$ cat src/sv/tbs_pkg.sv
// Shared types and constants for the token bucket shaper.
// Depends on nothing; every other file but tbs_ram imports it.
package tbs_pkg;

   localparam int QUEUE_DEPTH_DEF = 16;

   localparam int ID_W     = 16;
   localparam int NEED_W   = 8;
   localparam int TOKEN_W  = 8;
   localparam int STATUS_W = 3;
   localparam int QCOUNT_W = 5;
   localparam int ENTRY_W  = ID_W + NEED_W;

   localparam int CSR_ADDR_W = 2;
   localparam int CSR_DATA_W = 32;
   localparam logic [CSR_ADDR_W-1:0] CSR_BUCKET_DEPTH = 2'd0;
   localparam logic [TOKEN_W-1:0] BUCKET_DEPTH_RST = 8'd10;

   localparam logic FUNC_TICK    = 1'b0;
   localparam logic FUNC_ARRIVAL = 1'b1;

   typedef enum logic [STATUS_W-1:0] {
      ST_TOKEN_ADDED   = 3'd0,
      ST_TOKEN_DROPPED = 3'd1,
      ST_OVERSIZE      = 3'd2,
      ST_QUEUED        = 3'd3,
      ST_QUEUE_FULL    = 3'd4
   } status_type;

   // Commands from the controller to the datapath.
   typedef struct packed {
      logic load;    // latch the accepted request
      logic commit;  // apply the step and load the result register
   } dp_cmd_type;

endpackage

$ cat src/sv/tbs_if.sv
// Request and result channel interfaces of the token bucket shaper.
// Depends on tbs_pkg for field widths.
interface tbs_req_if;
   import tbs_pkg::*;
   logic                valid;
   logic                ready;
   logic                func;
   logic [ID_W-1:0]     packet_id;
   logic [NEED_W-1:0]   tokens_needed;
   modport source (output valid, func, packet_id, tokens_needed, input ready);
   modport sink   (input valid, func, packet_id, tokens_needed, output ready);
endinterface

interface tbs_rsp_if;
   import tbs_pkg::*;
   logic                valid;
   logic                ready;
   logic [STATUS_W-1:0] event_status;
   logic                released;
   logic [ID_W-1:0]     released_id;
   logic [NEED_W-1:0]   released_need;
   logic [TOKEN_W-1:0]  tokens_now;
   logic [QCOUNT_W-1:0] queue_count;
   modport source (output valid, event_status, released, released_id, released_need,
                   tokens_now, queue_count, input ready);
   modport sink   (input valid, event_status, released, released_id, released_need,
                   tokens_now, queue_count, output ready);
endinterface

$ cat src/sv/token_bucket_shaper.sv
// Token bucket shaper: one result per request, registered in the cycle after the
// accepting edge when the result channel is free, else held until it frees up.
// A new request is taken only after the previous step has committed: the FIFO
// head is read from the RAM on the accepting edge, and the step is applied once
// the result slot is free. Depends on tbs_pkg, tbs_if, tbs_ctrl, tbs_dp, tbs_ram.
// Synchronous active-high reset empties the bucket and the FIFO and sets
// bucket_depth to 10; no clearing pass is needed, the request side is ready
// in the first cycle after reset.
module token_bucket_shaper #(
   parameter int QUEUE_DEPTH = tbs_pkg::QUEUE_DEPTH_DEF
) (
   input  logic                              clock,
   input  logic                              reset,
   tbs_req_if.sink                           req_chan,
   tbs_rsp_if.source                         rsp_chan,
   input  logic                              csr_psel,
   input  logic                              csr_penable,
   input  logic                              csr_pwrite,
   input  logic [tbs_pkg::CSR_ADDR_W-1:0]    csr_paddr,
   input  logic [tbs_pkg::CSR_DATA_W-1:0]    csr_pwdata,
   output logic [tbs_pkg::CSR_DATA_W-1:0]    csr_prdata,
   output logic                              csr_pready
);
   import tbs_pkg::*;

   localparam int AW = $clog2(QUEUE_DEPTH);

   dp_cmd_type          cmd;
   logic [TOKEN_W-1:0]  depth_ff, depth_in;
   logic                csr_wr;
   logic                ram_we;
   logic [AW-1:0]       ram_waddr, ram_raddr;
   logic [ENTRY_W-1:0]  ram_wdata, ram_rdata;

   // Configuration register: written in the access phase, always ready.
   assign csr_pready = 1'b1;
   assign csr_wr     = csr_psel && csr_penable && csr_pwrite && csr_pready &&
                       (csr_paddr == CSR_BUCKET_DEPTH);
   assign depth_in   = csr_wr ? csr_pwdata[TOKEN_W-1:0] : depth_ff;

   always_ff @(posedge clock) begin
      if (reset) begin
         depth_ff <= BUCKET_DEPTH_RST;
      end else begin
         depth_ff <= depth_in;
      end
   end

   // Read back the depth; unmapped addresses read as zero.
   always_comb begin
      csr_prdata = '0;
      if (csr_paddr == CSR_BUCKET_DEPTH) begin
         csr_prdata = CSR_DATA_W'(depth_ff);
      end
   end

   // Sequence each request: accept, then commit once the result slot is free.
   tbs_ctrl u_ctrl (
      .clock     (clock),
      .reset     (reset),
      .req_valid (req_chan.valid),
      .req_ready (req_chan.ready),
      .rsp_valid (rsp_chan.valid),
      .rsp_ready (rsp_chan.ready),
      .cmd       (cmd)
   );

   // Bucket arithmetic, FIFO pointers and the result register.
   tbs_dp #(.QUEUE_DEPTH(QUEUE_DEPTH)) u_dp (
      .clock         (clock),
      .reset         (reset),
      .cmd           (cmd),
      .bucket_depth  (depth_ff),
      .func          (req_chan.func),
      .packet_id     (req_chan.packet_id),
      .tokens_needed (req_chan.tokens_needed),
      .ram_we        (ram_we),
      .ram_waddr     (ram_waddr),
      .ram_wdata     (ram_wdata),
      .ram_raddr     (ram_raddr),
      .ram_rdata     (ram_rdata),
      .event_status  (rsp_chan.event_status),
      .released      (rsp_chan.released),
      .released_id   (rsp_chan.released_id),
      .released_need (rsp_chan.released_need),
      .tokens_now    (rsp_chan.tokens_now),
      .queue_count   (rsp_chan.queue_count)
   );

   // Packet FIFO storage: {id, need} per entry, head read every cycle.
   tbs_ram #(.WIDTH(ENTRY_W), .DEPTH(QUEUE_DEPTH)) u_fifo_ram (
      .clock (clock),
      .we    (ram_we),
      .waddr (ram_waddr),
      .wdata (ram_wdata),
      .raddr (ram_raddr),
      .rdata (ram_rdata)
   );

   a_depth_hold: assert property (@(posedge clock) disable iff (reset)
      !csr_wr |=> depth_ff == $past(depth_ff))
      else $error("bucket depth changed without a write");
   a_one_per_request: assert property (@(posedge clock) disable iff (reset)
      (req_chan.valid && req_chan.ready) |=> !req_chan.ready)
      else $error("second request accepted before the step committed");
   a_csr_write: assert property (@(posedge clock) disable iff (reset)
      csr_wr |=> depth_ff == $past(csr_pwdata[TOKEN_W-1:0]))
      else $error("bucket depth write lost");
endmodule

$ cat src/sv/tbs_ram.sv
// Generic single-write, single-read RAM with registered read data.
// No dependencies.
module tbs_ram #(
   parameter int WIDTH = 8,
   parameter int DEPTH = 16,
   localparam int AW = (DEPTH > 1) ? $clog2(DEPTH) : 1
) (
   input  logic             clock,
   input  logic             we,
   input  logic [AW-1:0]    waddr,
   input  logic [WIDTH-1:0] wdata,
   input  logic [AW-1:0]    raddr,
   output logic [WIDTH-1:0] rdata
);
   logic [WIDTH-1:0] mem_ff [DEPTH];
   logic [WIDTH-1:0] rdata_ff;

   always_ff @(posedge clock) begin
      if (we) begin
         mem_ff[waddr] <= wdata;
      end
      rdata_ff <= mem_ff[raddr];
   end

   assign rdata = rdata_ff;
endmodule

$ cat src/sv/tbs_ctrl.sv
// Controller of the token bucket shaper: request/result handshake sequencing.
// Depends on tbs_pkg for the datapath command struct.
module tbs_ctrl (
   input  logic                clock,
   input  logic                reset,
   input  logic                req_valid,
   output logic                req_ready,
   output logic                rsp_valid,
   input  logic                rsp_ready,
   output tbs_pkg::dp_cmd_type cmd
);
   import tbs_pkg::*;

   typedef enum logic {S_IDLE, S_EXEC} state_type;

   state_type state_ff, state_in;
   logic      rsp_valid_ff, rsp_valid_in;
   logic      slot_free;

   assign req_ready  = (state_ff == S_IDLE);
   assign slot_free  = !rsp_valid_ff || rsp_ready;
   assign cmd.load   = req_valid && req_ready;
   assign cmd.commit = (state_ff == S_EXEC) && slot_free;

   always_comb begin
      state_in = state_ff;
      case (state_ff)
         S_IDLE: begin
            if (cmd.load) state_in = S_EXEC;
         end
         S_EXEC: begin
            if (slot_free) state_in = S_IDLE;
         end
         default: state_in = S_IDLE;
      endcase
      rsp_valid_in = cmd.commit || (rsp_valid_ff && !rsp_ready);
   end

   always_ff @(posedge clock) begin
      if (reset) begin
         state_ff     <= S_IDLE;
         rsp_valid_ff <= 1'b0;
      end else begin
         state_ff     <= state_in;
         rsp_valid_ff <= rsp_valid_in;
      end
   end

   assign rsp_valid = rsp_valid_ff;

   a_load_to_exec: assert property (@(posedge clock) disable iff (reset)
      cmd.load |=> state_ff == S_EXEC)
      else $error("accepted request did not start execution");
   a_commit_sets_valid: assert property (@(posedge clock) disable iff (reset)
      cmd.commit |=> rsp_valid_ff)
      else $error("committed step produced no result");
   a_no_commit_in_idle: assert property (@(posedge clock) disable iff (reset)
      cmd.commit |-> !cmd.load)
      else $error("load and commit in the same cycle");
endmodule

$ cat src/sv/tbs_dp.sv
// Datapath of the token bucket shaper: bucket, FIFO pointers, result register.
// Depends on tbs_pkg; drives the FIFO storage in tbs_ram.
module tbs_dp #(
   parameter int QUEUE_DEPTH = tbs_pkg::QUEUE_DEPTH_DEF,
   localparam int AW = $clog2(QUEUE_DEPTH),
   localparam int CW = $clog2(QUEUE_DEPTH + 1)
) (
   input  logic                           clock,
   input  logic                           reset,
   input  tbs_pkg::dp_cmd_type            cmd,
   input  logic [tbs_pkg::TOKEN_W-1:0]    bucket_depth,
   input  logic                           func,
   input  logic [tbs_pkg::ID_W-1:0]       packet_id,
   input  logic [tbs_pkg::NEED_W-1:0]     tokens_needed,
   output logic                           ram_we,
   output logic [AW-1:0]                  ram_waddr,
   output logic [tbs_pkg::ENTRY_W-1:0]    ram_wdata,
   output logic [AW-1:0]                  ram_raddr,
   input  logic [tbs_pkg::ENTRY_W-1:0]    ram_rdata,
   output logic [tbs_pkg::STATUS_W-1:0]   event_status,
   output logic                           released,
   output logic [tbs_pkg::ID_W-1:0]       released_id,
   output logic [tbs_pkg::NEED_W-1:0]     released_need,
   output logic [tbs_pkg::TOKEN_W-1:0]    tokens_now,
   output logic [tbs_pkg::QCOUNT_W-1:0]   queue_count
);
   import tbs_pkg::*;

   function automatic logic [AW-1:0] next_slot(input logic [AW-1:0] p);
      return (p == AW'(QUEUE_DEPTH - 1)) ? '0 : p + AW'(1);
   endfunction

   // latched request
   logic               func_ff;
   logic [ID_W-1:0]    id_ff;
   logic [NEED_W-1:0]  need_ff;

   // bucket and FIFO control state
   logic [TOKEN_W-1:0] tok_ff, tok_in;
   logic [AW-1:0]      head_ff, head_in, tail_ff, tail_in;
   logic [CW-1:0]      cnt_ff, cnt_in;

   // result register
   status_type         status_ff, status_in;
   logic               rel_ff, rel_in;
   logic [ID_W-1:0]    rel_id_ff, rel_id_in;
   logic [NEED_W-1:0]  rel_need_ff, rel_need_in;
   logic [TOKEN_W-1:0] tok_out_ff;
   logic [QCOUNT_W-1:0] qcnt_ff;

   logic [ID_W-1:0]    head_id;
   logic [NEED_W-1:0]  head_need;
   logic [TOKEN_W-1:0] tok_tick, tok_base;
   logic               tick_room, empty, full, oversize, push;
   logic [CW+QCOUNT_W-1:0] cnt_wide;

   assign head_id   = ram_rdata[ENTRY_W-1:NEED_W];
   assign head_need = ram_rdata[NEED_W-1:0];
   assign tick_room = tok_ff < bucket_depth;
   assign tok_tick  = tick_room ? tok_ff + TOKEN_W'(1) : tok_ff;
   assign empty     = (cnt_ff == '0);
   assign full      = (cnt_ff == CW'(QUEUE_DEPTH));
   assign oversize  = need_ff > bucket_depth;

   always_comb begin
      status_in   = ST_TOKEN_ADDED;
      rel_in      = 1'b0;
      rel_id_in   = '0;
      rel_need_in = '0;
      tok_base    = tok_ff;
      push        = 1'b0;
      if (func_ff == FUNC_TICK) begin
         status_in = tick_room ? ST_TOKEN_ADDED : ST_TOKEN_DROPPED;
         tok_base  = tok_tick;
         if (!empty && tok_tick >= head_need) begin
            rel_in      = 1'b1;
            rel_id_in   = head_id;
            rel_need_in = head_need;
         end
      end else if (oversize) begin
         status_in = ST_OVERSIZE;
      end else if (full) begin
         status_in = ST_QUEUE_FULL;
      end else begin
         status_in = ST_QUEUED;
         push      = 1'b1;
         // new packet becomes the head at once when the queue was empty
         if (empty && tok_ff >= need_ff) begin
            rel_in      = 1'b1;
            rel_id_in   = id_ff;
            rel_need_in = need_ff;
         end
      end
      tok_in  = rel_in ? tok_base - rel_need_in : tok_base;
      head_in = rel_in ? next_slot(head_ff) : head_ff;
      tail_in = push ? next_slot(tail_ff) : tail_ff;
      cnt_in  = cnt_ff;
      if (push && !rel_in) cnt_in = cnt_ff + CW'(1);
      if (rel_in && !push) cnt_in = cnt_ff - CW'(1);
   end

   assign cnt_wide = (CW + QCOUNT_W)'(cnt_in);

   always_ff @(posedge clock) begin
      if (reset) begin
         tok_ff  <= '0;
         head_ff <= '0;
         tail_ff <= '0;
         cnt_ff  <= '0;
      end else if (cmd.commit) begin
         tok_ff  <= tok_in;
         head_ff <= head_in;
         tail_ff <= tail_in;
         cnt_ff  <= cnt_in;
      end
   end

   always_ff @(posedge clock) begin
      if (cmd.load) begin
         func_ff <= func;
         id_ff   <= packet_id;
         need_ff <= tokens_needed;
      end
      if (cmd.commit) begin
         status_ff   <= status_in;
         rel_ff      <= rel_in;
         rel_id_ff   <= rel_id_in;
         rel_need_ff <= rel_need_in;
         tok_out_ff  <= tok_in;
         qcnt_ff     <= cnt_wide[QCOUNT_W-1:0];
      end
   end

   assign ram_we    = cmd.commit && push;
   assign ram_waddr = tail_ff;
   assign ram_wdata = {id_ff, need_ff};
   assign ram_raddr = head_ff;

   assign event_status  = status_ff;
   assign released      = rel_ff;
   assign released_id   = rel_id_ff;
   assign released_need = rel_need_ff;
   assign tokens_now    = tok_out_ff;
   assign queue_count   = qcnt_ff;

   a_count_bound: assert property (@(posedge clock) disable iff (reset)
      cnt_ff <= CW'(QUEUE_DEPTH))
      else $error("queue count above depth");
   a_ptr_match: assert property (@(posedge clock) disable iff (reset)
      (cnt_ff == '0 || cnt_ff == CW'(QUEUE_DEPTH)) |-> head_ff == tail_ff)
      else $error("pointers disagree with queue count");
   a_release_tokens: assert property (@(posedge clock) disable iff (reset)
      (cmd.commit && rel_in) |=> tok_ff == $past(tok_base) - $past(rel_need_in))
      else $error("release did not take its need from the bucket");
   a_no_release_fields: assert property (@(posedge clock) disable iff (reset)
      (cmd.commit && !rel_in) |=> (rel_id_ff == '0 && rel_need_ff == '0))
      else $error("release fields set without a release");
endmodule

$ cat src/flat_wrapper.sv
// flat-port wrapper written by rule: the top's interface ports become plain ports
module token_bucket_shaper_flat import tbs_pkg::*;
#(
   parameter int QUEUE_DEPTH = tbs_pkg::QUEUE_DEPTH_DEF
)
  (clock, reset, csr_psel, csr_penable, csr_pwrite, csr_paddr, csr_pwdata, csr_prdata, csr_pready, req_chan_valid, req_chan_func, req_chan_packet_id, req_chan_tokens_needed, req_chan_ready, rsp_chan_valid, rsp_chan_event_status, rsp_chan_released, rsp_chan_released_id, rsp_chan_released_need, rsp_chan_tokens_now, rsp_chan_queue_count, rsp_chan_ready);
  tbs_req_if req_chan_i ();
  tbs_rsp_if rsp_chan_i ();
  input  logic clock;
  input  logic reset;
  input  logic csr_psel;
  input  logic csr_penable;
  input  logic csr_pwrite;
  input  logic [tbs_pkg::CSR_ADDR_W-1:0] csr_paddr;
  input  logic [tbs_pkg::CSR_DATA_W-1:0] csr_pwdata;
  output logic [tbs_pkg::CSR_DATA_W-1:0] csr_prdata;
  output logic csr_pready;
  input wire logic [$bits(req_chan_i.valid)-1:0] req_chan_valid;
  input wire logic [$bits(req_chan_i.func)-1:0] req_chan_func;
  input wire logic [$bits(req_chan_i.packet_id)-1:0] req_chan_packet_id;
  input wire logic [$bits(req_chan_i.tokens_needed)-1:0] req_chan_tokens_needed;
  output wire logic [$bits(req_chan_i.ready)-1:0] req_chan_ready;
  output wire logic [$bits(rsp_chan_i.valid)-1:0] rsp_chan_valid;
  output wire logic [$bits(rsp_chan_i.event_status)-1:0] rsp_chan_event_status;
  output wire logic [$bits(rsp_chan_i.released)-1:0] rsp_chan_released;
  output wire logic [$bits(rsp_chan_i.released_id)-1:0] rsp_chan_released_id;
  output wire logic [$bits(rsp_chan_i.released_need)-1:0] rsp_chan_released_need;
  output wire logic [$bits(rsp_chan_i.tokens_now)-1:0] rsp_chan_tokens_now;
  output wire logic [$bits(rsp_chan_i.queue_count)-1:0] rsp_chan_queue_count;
  input wire logic [$bits(rsp_chan_i.ready)-1:0] rsp_chan_ready;
  assign req_chan_i.valid = req_chan_valid;
  assign req_chan_i.func = req_chan_func;
  assign req_chan_i.packet_id = req_chan_packet_id;
  assign req_chan_i.tokens_needed = req_chan_tokens_needed;
  assign req_chan_ready = req_chan_i.ready;
  assign rsp_chan_valid = rsp_chan_i.valid;
  assign rsp_chan_event_status = rsp_chan_i.event_status;
  assign rsp_chan_released = rsp_chan_i.released;
  assign rsp_chan_released_id = rsp_chan_i.released_id;
  assign rsp_chan_released_need = rsp_chan_i.released_need;
  assign rsp_chan_tokens_now = rsp_chan_i.tokens_now;
  assign rsp_chan_queue_count = rsp_chan_i.queue_count;
  assign rsp_chan_i.ready = rsp_chan_ready;
  token_bucket_shaper #(.QUEUE_DEPTH(QUEUE_DEPTH)) u_core (.clock(clock), .reset(reset), .req_chan(req_chan_i), .rsp_chan(rsp_chan_i), .csr_psel(csr_psel), .csr_penable(csr_penable), .csr_pwrite(csr_pwrite), .csr_paddr(csr_paddr), .csr_pwdata(csr_pwdata), .csr_prdata(csr_prdata), .csr_pready(csr_pready));
endmodule
$ cat config.mk
export PLATFORM = sky130hd
export DESIGN_NAME = token_bucket_shaper_flat
export DESIGN_NICKNAME = d
export VERILOG_FILES = /design/src/sv/tbs_pkg.sv /design/src/sv/tbs_if.sv /design/src/sv/token_bucket_shaper.sv /design/src/sv/tbs_ram.sv /design/src/sv/tbs_ctrl.sv /design/src/sv/tbs_dp.sv /design/src/flat_wrapper.sv
export SDC_FILE = /design/constraint.sdc
export NUM_CORES = 1
export LEC_CHECK = 0
export ABC_AREA = 1
export BUFFER_PORTS_ARGS = -buffer_cell sky130_fd_sc_hd__buf_2
export CELL_PAD_IN_SITES_DETAIL_PLACEMENT = 0
export CELL_PAD_IN_SITES_GLOBAL_PLACEMENT = 1
export CORE_MARGIN = 8
export CORE_UTILIZATION = 44
export DETAILED_ROUTE_END_ITERATION = 10
export PLACE_DENSITY = 0.86
export SYNTH_ARGS = -nofsm -noshare
export SYNTH_HDL_FRONTEND = slang
export SYNTH_SLANG_ARGS = --single-unit
$ cat constraint.sdc
create_clock -name clock -period 4.3 [get_ports clock]
set_input_delay 0.86 -clock clock [delete_from_list [all_inputs] [get_ports clock]]
set_output_delay 0.86 -clock clock [all_outputs]
set_load 0.03 [all_outputs]
Word level (Yosys, flattened, before mapping)
Memories as Yosys holds them, arrays and structs flattened. A register that Yosys moved wholly into a read port is not among the register bits.
Cells that the tools add are included.
{ "op_classes": {"n_addsub": 6, "multipliers": 0, "n_div": 0, "order_cmp": 4, "n_eq_ne": 3, "shift": 0, "mux": 35, "bitwise": 1, "n_reduce_logical": 22} }
{ "ops": {"columns": ["op", "count"], "rows": [
  ["$mux 16", 5],
  ["$mux 8", 9],
  ["$ge 8x8->1", 2],
  ["$mux 1", 13],
  ["$logic_and 1x1->1", 11],
  ["$mux 5", 2],
  ["$mux 3", 3],
  ["$add 4x1->4 const B", 2],
  ["$add 8x1->8 const B", 1],
  ["$eq 4x4->1 const B", 2],
  ["$gt 8x8->1", 1],
  ["$lt 8x8->1", 1],
  ["$mux 4", 2],
  ["$sub 8x8->8", 1],
  ["$add 5x1->5 const B", 1],
  ["$eq 5x5->1 const B", 1],
  ["$logic_not 1->1", 5],
  ["$logic_not 5->1", 1],
  ["$sub 5x1->5 const B", 1],
  ["$reduce_and 2->1", 2],
  ["$logic_not 2->1", 1],
  ["$logic_or 1x1->1", 2],
  ["$pmux 1 s2", 1],
  ["$not 1->1", 1]
]} }
{ "totals": {"reg_bits": 97, "latch_bits": 0, "ramBits": 384, "rom_bits": 0, "input_bits": 66, "out_inout_bits": 76, "elab_cells": 88, "n_memories": 1} }
{ "memory_table": {"columns": ["name", "depth", "width", "read_ports", "rd_ports_with_merged_regs", "write_ports", "line", "source"], "rows": [
  ["u_core.u_fifo_ram.mem_ff", 16, 24, 1, 1, 1, "tbs_ram.sv:15", "logic [WIDTH-1:0] mem_ff [DEPTH];"]
]} }

Depth between registers and ports, before layout
Gate-level depths: netlist (run 1).
{ "depth": {"ltp_word": 10, "ltp_mapped": 34, "depth_no_buf": 32} }

By module
A second synthesis (run 1) with hierarchy kept.
{ "hier_totals": {"cells_unflattened": 2235, "area_unflattened_um2": 22616.7} }
{ "by_module_without_submodules": {"columns": ["module", "n_inst", "cells_per_inst", "area_each_um2", "seq_area_each_um2"], "rows": [
  ["tbs_ram", 1, 1597, 16951.3, 12011.5],
  ["tbs_dp", 1, 529, 4939.7, 2402.3],
  ["token_bucket_shaper", 1, 98, 641.9, 160.2],
  ["tbs_ctrl", 1, 11, 83.8, 40.0]
]} }

Least setup slack after synthesis (run 1)
OpenSTA, ideal clock, no wires.
{ "synth_path": {"path_type": "register -> register", "startpoint": "reg u_core.u_dp.tok_ff[5]", "endpoint": "reg u_core.u_dp.tok_out_ff[6] (netlist: u_core.u_dp.tokens_now[6]) (data pin)", "setup_ps": 258, "arrival_ps": 3905, "required_time_ps": 4042, "setup_slack_ps": 138, "stages_incl_launch_ff": 29, "n_path_buf": 2, "synth_period_minus_slack_ps": 4162, "path_cell_list": "dfxtp_1 -> ha_1 -> a21oi_1 -> o21a_1 -> nand2_4 -> nor2_1 -> xor2_1 -> inv_1 -> ha_1 -> nand2_1 -> o21bai_1 -> nand2_1 -> nand2_1 -> nand2_1 -> nand2_2 -> inv_2 -> buf_6 -> buf_2 -> nand2_1 -> o21ai_0 -> ha_1 -> fa_1 -> o21ai_0 -> a21oi_1 -> nor2_1 -> nor2_1 -> xnor2_1 -> nand2_1 -> nand2_1"} }
{ "synth_between": {"elab_chain_len": 8, "elab_cells_between_ends": 20, "classes_between": "add/sub (2); order compare (3); mux (13); reduce/logical (2)"} }
{ "synth_lines": {"columns": ["item", "line", "source"], "rows": [
  ["start: declaration", "tbs_dp.sv:39", "logic [TOKEN_W-1:0] tok_ff, tok_in;"],
  ["start signal: assignment", "tbs_dp.sv:111", "tok_ff <= tok_in;"],
  ["$add 8x1->8, or another cell as far along", "tbs_dp.sv:60", "assign tok_tick = tick_room ? tok_ff + TOKEN_W'(1) : tok_ff;"],
  ["$mux 8 / $logic_and 1x1->1 (equally long branches)", "tbs_dp.sv:60, tbs_dp.sv:88", null],
  ["$ge 8x8->1 / $mux 8 (equally long branches)", "tbs_dp.sv:75, tbs_dp.sv:88", null],
  ["$logic_and 1x1->1 / $mux 8 (equally long branches)", "tbs_dp.sv:75, tbs_dp.sv:82", null],
  ["$mux 8 (on tied branches)", "tbs_dp.sv:75, tbs_dp.sv:80", null],
  ["$mux 8 (*)", "tbs_dp.sv:72", "if (func_ff == FUNC_TICK) begin"],
  ["named net u_core.u_dp.rel_need_in[0]", "tbs_dp.sv:47", "logic [NEED_W-1:0] rel_need_ff, rel_need_in;"],
  ["$sub 8x8->8 (*)", "tbs_dp.sv:94", "tok_in = rel_in ? tok_base - rel_need_in : tok_base;"],
  ["$mux 8 (*)", "tbs_dp.sv:94", null],
  ["named net u_core.u_dp.tok_in[6]", "tbs_dp.sv:39", null],
  ["end signal: assignment", "tbs_dp.sv:129", "tok_out_ff <= tok_in;"],
  ["end: declaration", "tbs_dp.sv:48", "logic [TOKEN_W-1:0] tok_out_ff;"]
]} }
The timed path passes the listed nets; every way through them passes the cells marked *.
A chain may end at the register's enable or synchronous reset.

Worst setup path after layout (run 1)
{ "layout_path": {"startpoint": "reg u_core.depth_ff[7]", "endpoint": "reg u_core.u_dp.tok_ff[6]"} }
{ "layout_between": {"elab_chain_len": 8, "elab_cells_between_ends": 14, "classes_between": "add/sub (1); order compare (3); mux (9); reduce/logical (1)"} }
{ "layout_lines": {"columns": ["item", "line", "source"], "rows": [
  ["start: declaration", "token_bucket_shaper.sv:29", "logic [TOKEN_W-1:0] depth_ff, depth_in;"],
  ["start signal: assignment", "token_bucket_shaper.sv:45", "depth_ff <= depth_in;"],
  ["$lt 8x8->1", "tbs_dp.sv:59", "assign tick_room = tok_ff < bucket_depth;"],
  ["$mux 8", "tbs_dp.sv:60", null],
  ["$ge 8x8->1", "tbs_dp.sv:75", "if (!empty && tok_tick >= head_need) begin"],
  ["$logic_and 1x1->1", "tbs_dp.sv:75", null],
  ["$mux 8", "tbs_dp.sv:75", null],
  ["$mux 8 (*)", "tbs_dp.sv:72", null],
  ["named net u_core.u_dp.rel_need_in[3]", "tbs_dp.sv:47", null],
  ["$sub 8x8->8 (*)", "tbs_dp.sv:94", null],
  ["$mux 8 (*)", "tbs_dp.sv:94", null],
  ["named net u_core.u_dp.tok_in[6]", "tbs_dp.sv:39", null]
]} }
Marks and branches as above.

==> metrics.md, run 1 <==
| Metric | Value |
|---|---|
| Status | finished, final reports clean |
| Post-layout net count | 1913 |
| Worst Setup SP | u_core.depth_ff[7]$_SDFFE_PP0P_ |
| Final hold vios | 0 |
| Final setup margin | 243 ps |
| Hold Path Class | in -> reg |
| Clock buffer depth | 3 |
| Post-DP HPWL | 28.4 mm |
| Pin count of the biggest net entering global routing | 99 |
| H-tree levels | 2 |
| Post-Syn Instances | 1684 |
| Congestion Overflow GR | 0 |
| WP buf/inv | 4 |
| Share of cells above drive strength 1 | 16.6% |
| CTS clock-pin slew for the worst setup and hold paths | 60 ps |
| Met1 Use GR | 23.1% |
| Post-synth top flop | edfxtp_1 |
| Max-slew violation count | 0 |
| Initial Utilization | 44.5% |
| Worst setup EP type | register |
| LEAKAGE | 8.63 nW |
| Fmax | 246 MHz |
| Detailed-route DRC error count | 0 |
| Critical path class | reg -> reg |
| Commonest non-fill, non-tap cell in the layout | edfxtp_1 |
| I/O Buffers | 92 |
| Layout fillers | 3842 |
| DRT Pass-1 Iters | 5 |
| Worst R2R Setup Slack | 240 ps |
| Slowest cell delay on critical path | 310 ps |
| Hold Path Depth | 1 |
| Core ar. | 46600 µm² |
| Root buf cell | clkbuf_16 |
| Mapped Area | 20700 µm² |
| WL per Instance | 20.2 µm |
| Setup_tns | 0 ps |
| #FFs+latches synth | 505 |
| Slew headroom | 20.8% |
| Max-cap violations | 0 |
| Syn avg cell area | 12.3 µm² |
| Worst-skew pair later-pin latency | 580 ps |
| Vias | 13529 |
| Number of DRC markers in iteration 0 | 1204 |
| Reg-to-Reg End | u_core.u_dp.tok_ff[6]$_SDFFE_PP0P_ |
| Period minus WS final | 4060 ps |
| Via density per instance | 5.53 |
| Worst EP arrival | 4570 ps |
| Post-CTS Hold Fix Bufs | 0 |
| Library cells used by synthesis | 44 |
| Crit-path most repeated cell | nand2_1 |
| Post-synth EDFFs | 450 |
| Met2 GRT Util | 29.7% |
| Critical path fanouts, max | 8 |
| Share of the synthesized area in the top cell type | 65.2% |
| Dominant cell type by area after synthesis | edfxtp_1 |
| CP startpoint kind | register |
| Clock Skew | 38.3 ps |
| Crit path max-delay family | simple AND/OR/NAND/NOR gates |
| Placer Congestion | 0.866 |
| Asr flop ratio synth | 0% |
| Busiest grt layer | met2 |
| CTS sink count | 505 |
| GR Util met3 | 2.17% |
| Tot Pwr | 10.3 mW |
| First-pass GRT wire length | 73.5 mm |
| Hold Path Origin | req_chan_packet_id[12] |
| CTS buffer count | 49 |
| Routed WL | 49.4 mm |
| WP data required | 4810 ps |
| Power per cell area | 430 nW/µm² |
| Pre-CTS WS | 27.2 ps |
| Site row count | 79 |
| Initial antenna violation count | 0 |
| WHS | 458 ps |
| Synth warn | 0 |
| Worst-margin pin slew | 1190 ps |
| Die Area | 54300 µm² |
| Seq/Total Area, Yosys | 70.5% |
| Max VDD drop | 0.000325 V |
| Vias in the first global route | 12872 |
| Slowest CP cell | dfxtp_1 |
| Die X | 233 µm |
| Most frequent cells in the layout | edfxtp_1, nor2_1, o21ai_0 |
| R2R Path Start | u_core.depth_ff[7]$_SDFFE_PP0P_ |
| Tcrit/Tclk final | 94.3% |
| Final setup viols | 0 |
| Io pins | 142 |
| GR Util All Layers | 17.4% |
| Number of diodes | 0 |
| R2R depth | 29 |
| Layout area overhead | 14.9% |
| TritonCTS clock tree | yes |
| Final ANT Viol Nets | 0 |
| Worst Hold Path EP | u_core.u_dp.id_ff[12]$_DFFE_PP_ |
| DIE HEIGHT | 233 µm |
| Ranking of synthesized cells by area | edfxtp_1, dfxtp_1, o21ai_0, nor2_1, nand2_1 |
-- kinds of logic after synthesis --
kind of cell	share of synthesized area [%]
simple gates	10.1
xor+xnor	0.591
other cells	0.0362
compound gates	11.5
fa+ha+maj	2.87
buf+inv	4.38
flops	70.5
mux	0.0483
-- cell type report --
| cell class | instances | area (µm²) | share of cell area (%) |
|---|---|---|---|
| Sequential cell | 505 | 14600 | 61.3 |
| Multi-Input combinational cell | 993 | 5540 | 23.2 |
| Clock buffer | 74 | 1390 | 5.83 |
| Timing Repair Buffer | 151 | 911 | 3.82 |
| Tap cell | 607 | 759 | 3.19 |
| Inverter | 100 | 379 | 1.59 |
| Clock inverter | 18 | 235 | 0.987 |
-- stage by stage --
stage | cells | cell area (µm²) | utilization [%]
4_1_cts | 2441 | 23600 | 50.7
5_1_grt | 2448 | 23800 | 51.2
3_5_place_dp | 2349 | 22000 | 47.2
2_1_floorplan | 1707 | 20800 | -
6_report | 2448 | 23800 | 51.2
3_3_place_gp | 2349 | 22000 | 47.2
-- worst register-to-register path, delay by kind of cell (launching register included) --
family | cells | cell delay [ps]
AO/OA/AOI/OAI | 6 | 940
AND/OR/NAND/NOR | 14 | 1180
XOR/XNOR | 2 | 400
adder cells (fa/ha/maj) | 3 | 840
flip-flops | 1 | 310
buffers and inverters | 4 | 350
-- report_power, final --
group	total [mW]	switching, mW	internal [mW]
sequential	5.50	0.0809	5.41
combinational	0.505	0.342	0.162
clock	4.25	1.76	2.49
-- repair_timing --
action                                  CTS  global route
buffers inserted                          0             7
pin swaps                                 0            11
resized for setup                         2            36
endpoints found under the setup margin    3            11
-- state kept, by name, summed over array words and instances, names as in the netlist --
| signal | count |
|---|---|
| u_core.u_fifo_ram.mem_ff | 384 |
| u_core.u_fifo_ram.rdata | 24 |
| u_core.u_dp.id_ff | 16 |
| u_core.u_dp.released_id | 16 |
| u_core.depth_ff | 8 |
| u_core.u_dp.need_ff | 8 |
| u_core.u_dp.released_need | 8 |
| u_core.u_dp.tok_ff | 8 |
| u_core.u_dp.tokens_now | 8 |
| u_core.u_dp.cnt_ff | 5 |
| u_core.u_dp.queue_count | 5 |
| u_core.u_dp.ram_raddr | 4 |
| u_core.u_dp.ram_waddr | 4 |
| u_core.u_dp.event_status | 3 |
| u_core.u_ctrl.rsp_valid | 1 |
| u_core.u_ctrl.state_ff | 1 |
| u_core.u_dp.func_ff | 1 |
| u_core.u_dp.released | 1 |
-- Yosys cell counts, types with 2 or more instances --
| library cell | instances |
|---|---|
| ha_1 | 46 |
| nor2_1 | 238 |
| clkinv_1 | 3 |
| xnor2_1 | 3 |
| a21oi_1 | 32 |
| nand2_2 | 8 |
| o211ai_1 | 10 |
| nor3_1 | 6 |
| dfxtp_1 | 55 |
| o21ai_2 | 8 |
| a22o_1 | 16 |
| inv_1 | 91 |
| xor2_1 | 11 |
| o21ai_1 | 15 |
| clkbuf_1 | 66 |
| nor2_4 | 3 |
| o221ai_1 | 40 |
| o22ai_1 | 64 |
| buf_1 | 5 |
| inv_2 | 6 |
| buf_4 | 25 |
| edfxtp_1 | 450 |
| buf_2 | 11 |
| nand2_4 | 3 |
| nand3_1 | 59 |
| nand4_1 | 3 |
| nand2_1 | 180 |
| nand4_2 | 2 |
| buf_6 | 2 |
| o21a_1 | 3 |
| o21ai_0 | 204 |
| a21boi_0 | 3 |
| conb_1 | 2 |
-- worst max-delay path by stage --
stage                                          endpoint  slack (ps)  cells after the start
detailed placement   u_core.u_dp.tok_ff[6]$_SDFFE_PP0P_          30                     29
floorplan           u_core.u_dp.tokens_now[6]$_DFFE_PP_         140                     28
global route         u_core.u_dp.tok_ff[6]$_SDFFE_PP0P_         -90                     32
finish               u_core.u_dp.tok_ff[6]$_SDFFE_PP0P_         240                     29
CTS                 u_core.u_dp.tokens_now[6]$_DFFE_PP_          20                     27
global placement    u_core.u_dp.tokens_now[5]$_DFFE_PP_          80                     26
-- metal layers --
layer / up-vias / share of wire [%]
met2: 504 / 50
met4: 0 / 2.2
met3: 82 / 6.6
met5: - / 0
li1: 6265 / -
met1: 6678 / 41
(Power assumes the default switching activity.)
==> run 2, diff against run 1 <==
--- a/config.mk
+++ b/config.mk
@@ -12,7 +12,9 @@
 export CORE_MARGIN = 8
 export CORE_UTILIZATION = 44
 export DETAILED_ROUTE_END_ITERATION = 10
+export GPL_TIMING_DRIVEN = 0
 export PLACE_DENSITY = 0.86
+export REMOVE_ABC_BUFFERS = 1
 export SYNTH_ARGS = -nofsm -noshare
 export SYNTH_HDL_FRONTEND = slang
 export SYNTH_SLANG_ARGS = --single-unit
==> metrics.md, run 2 (same netlist as run 1, synthesis figures left out) <==
| Metric | Value |
|---|---|
| Status | finished, final reports clean |
| Share of cells above drive strength 1 | 16.8% (+0.17 points) |
| Most frequent cells in the layout | edfxtp_1, nor2_1, o21ai_0 |
| Worst EP arrival | 4640 ps (+70 ps) |
| Max-cap violations | 0 (unchanged) |
| CTS buffer count | 48 (-2.0%) |
| Clock Skew | 24.6 ps (-13.7 ps) |
| First-pass GRT wire length | 75.4 mm (+2.6%) |
| Detailed-route DRC error count | 0 (unchanged) |
| GR Util All Layers | 17.9% (+0.54 points) |
| CTS clock-pin slew for the worst setup and hold paths | 70 ps (about the same) |
| Crit-path most repeated cell | nand2_1 |
| Worst R2R Setup Slack | 140 ps (-100 ps) |
| Number of diodes | 0 (unchanged) |
| Hold Path Class | in -> reg |
| Post-layout net count | 1885 (-1.5%) |
| H-tree levels | 2 (unchanged) |
| Max-slew violation count | 0 (unchanged) |
| Post-DP HPWL | 30.2 mm (+6.0%) |
| Vias in the first global route | 13187 (+2.4%) |
| Slowest cell delay on critical path | 370 ps (+60 ps) |
| CP startpoint kind | register |
| DIE HEIGHT | 233 µm (unchanged) |
| WL per Instance | 21.0 µm (+4.2%) |
| Final setup margin | 145 ps (-98.3 ps) |
| Number of flip-flops under the largest register name | 384 (unchanged) |
| Power per cell area | 426 nW/µm² (-1.0%) |
| Final ANT Viol Nets | 0 (unchanged) |
| Biggest register | u_core.u_fifo_ram.mem_ff |
| Commonest non-fill, non-tap cell in the layout | edfxtp_1 |
| WHS | 465 ps (+7.87 ps) |
| DP Area | 22100 µm² (+0.79%) |
| Final setup viols | 0 (unchanged) |
| Critical path fanouts, max | 8 (unchanged) |
| Final hold vios | 0 (unchanged) |
| Initial Utilization | 44.5% (unchanged) |
| Number of DRC markers in iteration 0 | 1338 (+11%) |
| Die X | 233 µm (unchanged) |
| Pre-CTS WS | -868 ps (-895 ps) |
| Layout area overhead | 16.2% |
| DRT Pass-1 Iters | 5 (unchanged) |
| CTS sink count | 505 (unchanged) |
| Placer Congestion | 0.860 (-0.72%) |
| LEAKAGE | 8.57 nW (-0.59%) |
| Tcrit/Tclk final | 96.6% (+2.3 points) |
| Worst setup EP type | register |
| Max VDD drop | 0.000307 V (-5.5%) |
| Worst-margin pin slew | 1240 ps (+49.5 ps) |
| I/O Buffers | 92 (unchanged) |
| Worst setup path endpoint | u_core.u_dp.tok_ff[7]$_SDFFE_PP0P_ |
| Slowest CP cell | dfxtp_4 |
| Core ar. | 46600 µm² (unchanged) |
| Worst Setup SP | u_core.u_dp.tok_ff[1]$_SDFFE_PP0P_ |
| Reg-to-Reg End | u_core.u_dp.tok_ff[7]$_SDFFE_PP0P_ |
| Post-CTS Hold Fix Bufs | 0 (unchanged) |
| Routed WL | 50.8 mm (+2.8%) |
| R2R depth | 29 (unchanged) |
| R2R Path Start | u_core.u_dp.tok_ff[1]$_SDFFE_PP0P_ |
| Root buf cell | clkbuf_16 |
| Die Area | 54300 µm² (unchanged) |
| WP data required | 4780 ps (-30 ps) |
| Tot Pwr | 10.3 mW (about the same) |
| Vias | 13658 (+0.95%) |
| Via density per instance | 5.65 (+2.2%) |
| Period minus WS final | 4160 ps (+98.3 ps) |
| Io pins | 142 (unchanged) |
| Initial antenna violation count | 0 (unchanged) |
| Fmax | 241 MHz (-2.4%) |
| Site row count | 79 (unchanged) |
| Congestion Overflow GR | 0 (unchanged) |
| Pin count of the biggest net entering global routing | 109 (+10%) |
| Setup_tns | 0 ps (unchanged) |
| Slew headroom | 17.0% (-3.8 points) |
| Worst-skew pair later-pin latency | 570 ps (about the same) |
| Clock buffer depth | 3 (unchanged) |
| Critical path class | reg -> reg |
| TritonCTS clock tree | yes |
| Area of all placed cells without fillers | 24100 µm² (+1.1%) |
-- run 2: worst max-delay path: cells and delay by family, from the launching register on --
| kind | cells | cell delay, ps |
|---|---|---|
| xor gates and xnor gates | 1 | 220 |
| and+or+nand+nor | 18 | 1550 |
| DFF | 1 | 370 |
| adders and majority gates | 3 | 860 |
| buffers and inverters | 2 | 190 |
| AOI/OAI and AO/OA | 5 | 860 |
-- run 2: cell type report --
| cell class | count | area, µm² |
|---|---|---|
| Tap cell | 607 | 759 |
| Inverter | 100 | 409 |
| Timing Repair inverter | 1 | 11.3 |
| Clock inverter | 36 | 380 |
| Sequential cell | 505 | 14600 |
| Timing Repair Buffer | 123 | 1020 |
| Fill cell | 3756 | 22500 |
| Clock buffer | 52 | 1220 |
| Multi-Input combinational cell | 993 | 5650 |
-- run 2: per-stage QoR --
step	utilization, %	std cells
global placement	46.2	2297
finish	51.8	2417
floorplan	-	1598
global route	51.8	2417
CTS	51.2	2407
detailed placement	47.5	2316
-- run 2: how the worst min path moves through the flow --
stage | from | endpoint | slack, ps | depth (start not counted)
4_1_cts | req_chan_packet_id[15] | u_core.u_dp.id_ff[15]$_DFFE_PP_ | 440 | 1
3_3_place_gp | u_core.u_ctrl.rsp_valid$_SDFF_PP0_ | u_core.u_ctrl.rsp_valid$_SDFF_PP0_ | 480 | 2
2_1_floorplan | u_core.depth_ff[0]$_SDFFE_PP0P_ | u_core.depth_ff[0]$_SDFFE_PP0P_ | 470 | 2
6_report | req_chan_packet_id[0] | u_core.u_dp.id_ff[0]$_DFFE_PP_ | 470 | 1
5_1_grt | req_chan_packet_id[0] | u_core.u_dp.id_ff[0]$_DFFE_PP_ | 440 | 1
3_5_place_dp | u_core.u_ctrl.rsp_valid$_SDFF_PP0_ | u_core.u_ctrl.rsp_valid$_SDFF_PP0_ | 490 | 2
-- run 2: timing repair --
action                                  in CTS  in global routing
gates resized for setup                     22                 45
pin swaps                                    2                 14
endpoints found under the setup margin      16                 11
cloned                                       0                  1
buffers inserted                             3                  9
-- run 2: per-layer routing --
layer / routed length, µm / part of all wire, % / global-route usage, % / vias to the layer above
met5: 0 / 0 / 0 / -
met4: 1600 / 3.1 / 6.53 / 0
met3: 3760 / 7.4 / 2.89 / 107
met2: 25500 / 50 / 30.7 / 541
met1: 19900 / 39 / 22.8 / 6777
li1: - / - / - / 6233
-- run 2: report_power, final --
part           internal [mW]  switching [mW]  total (mW)
combinational          0.161           0.330       0.491
clock                   2.48            1.79        4.26
sequential              5.41          0.0921        5.50
total                   8.05            2.21        10.3
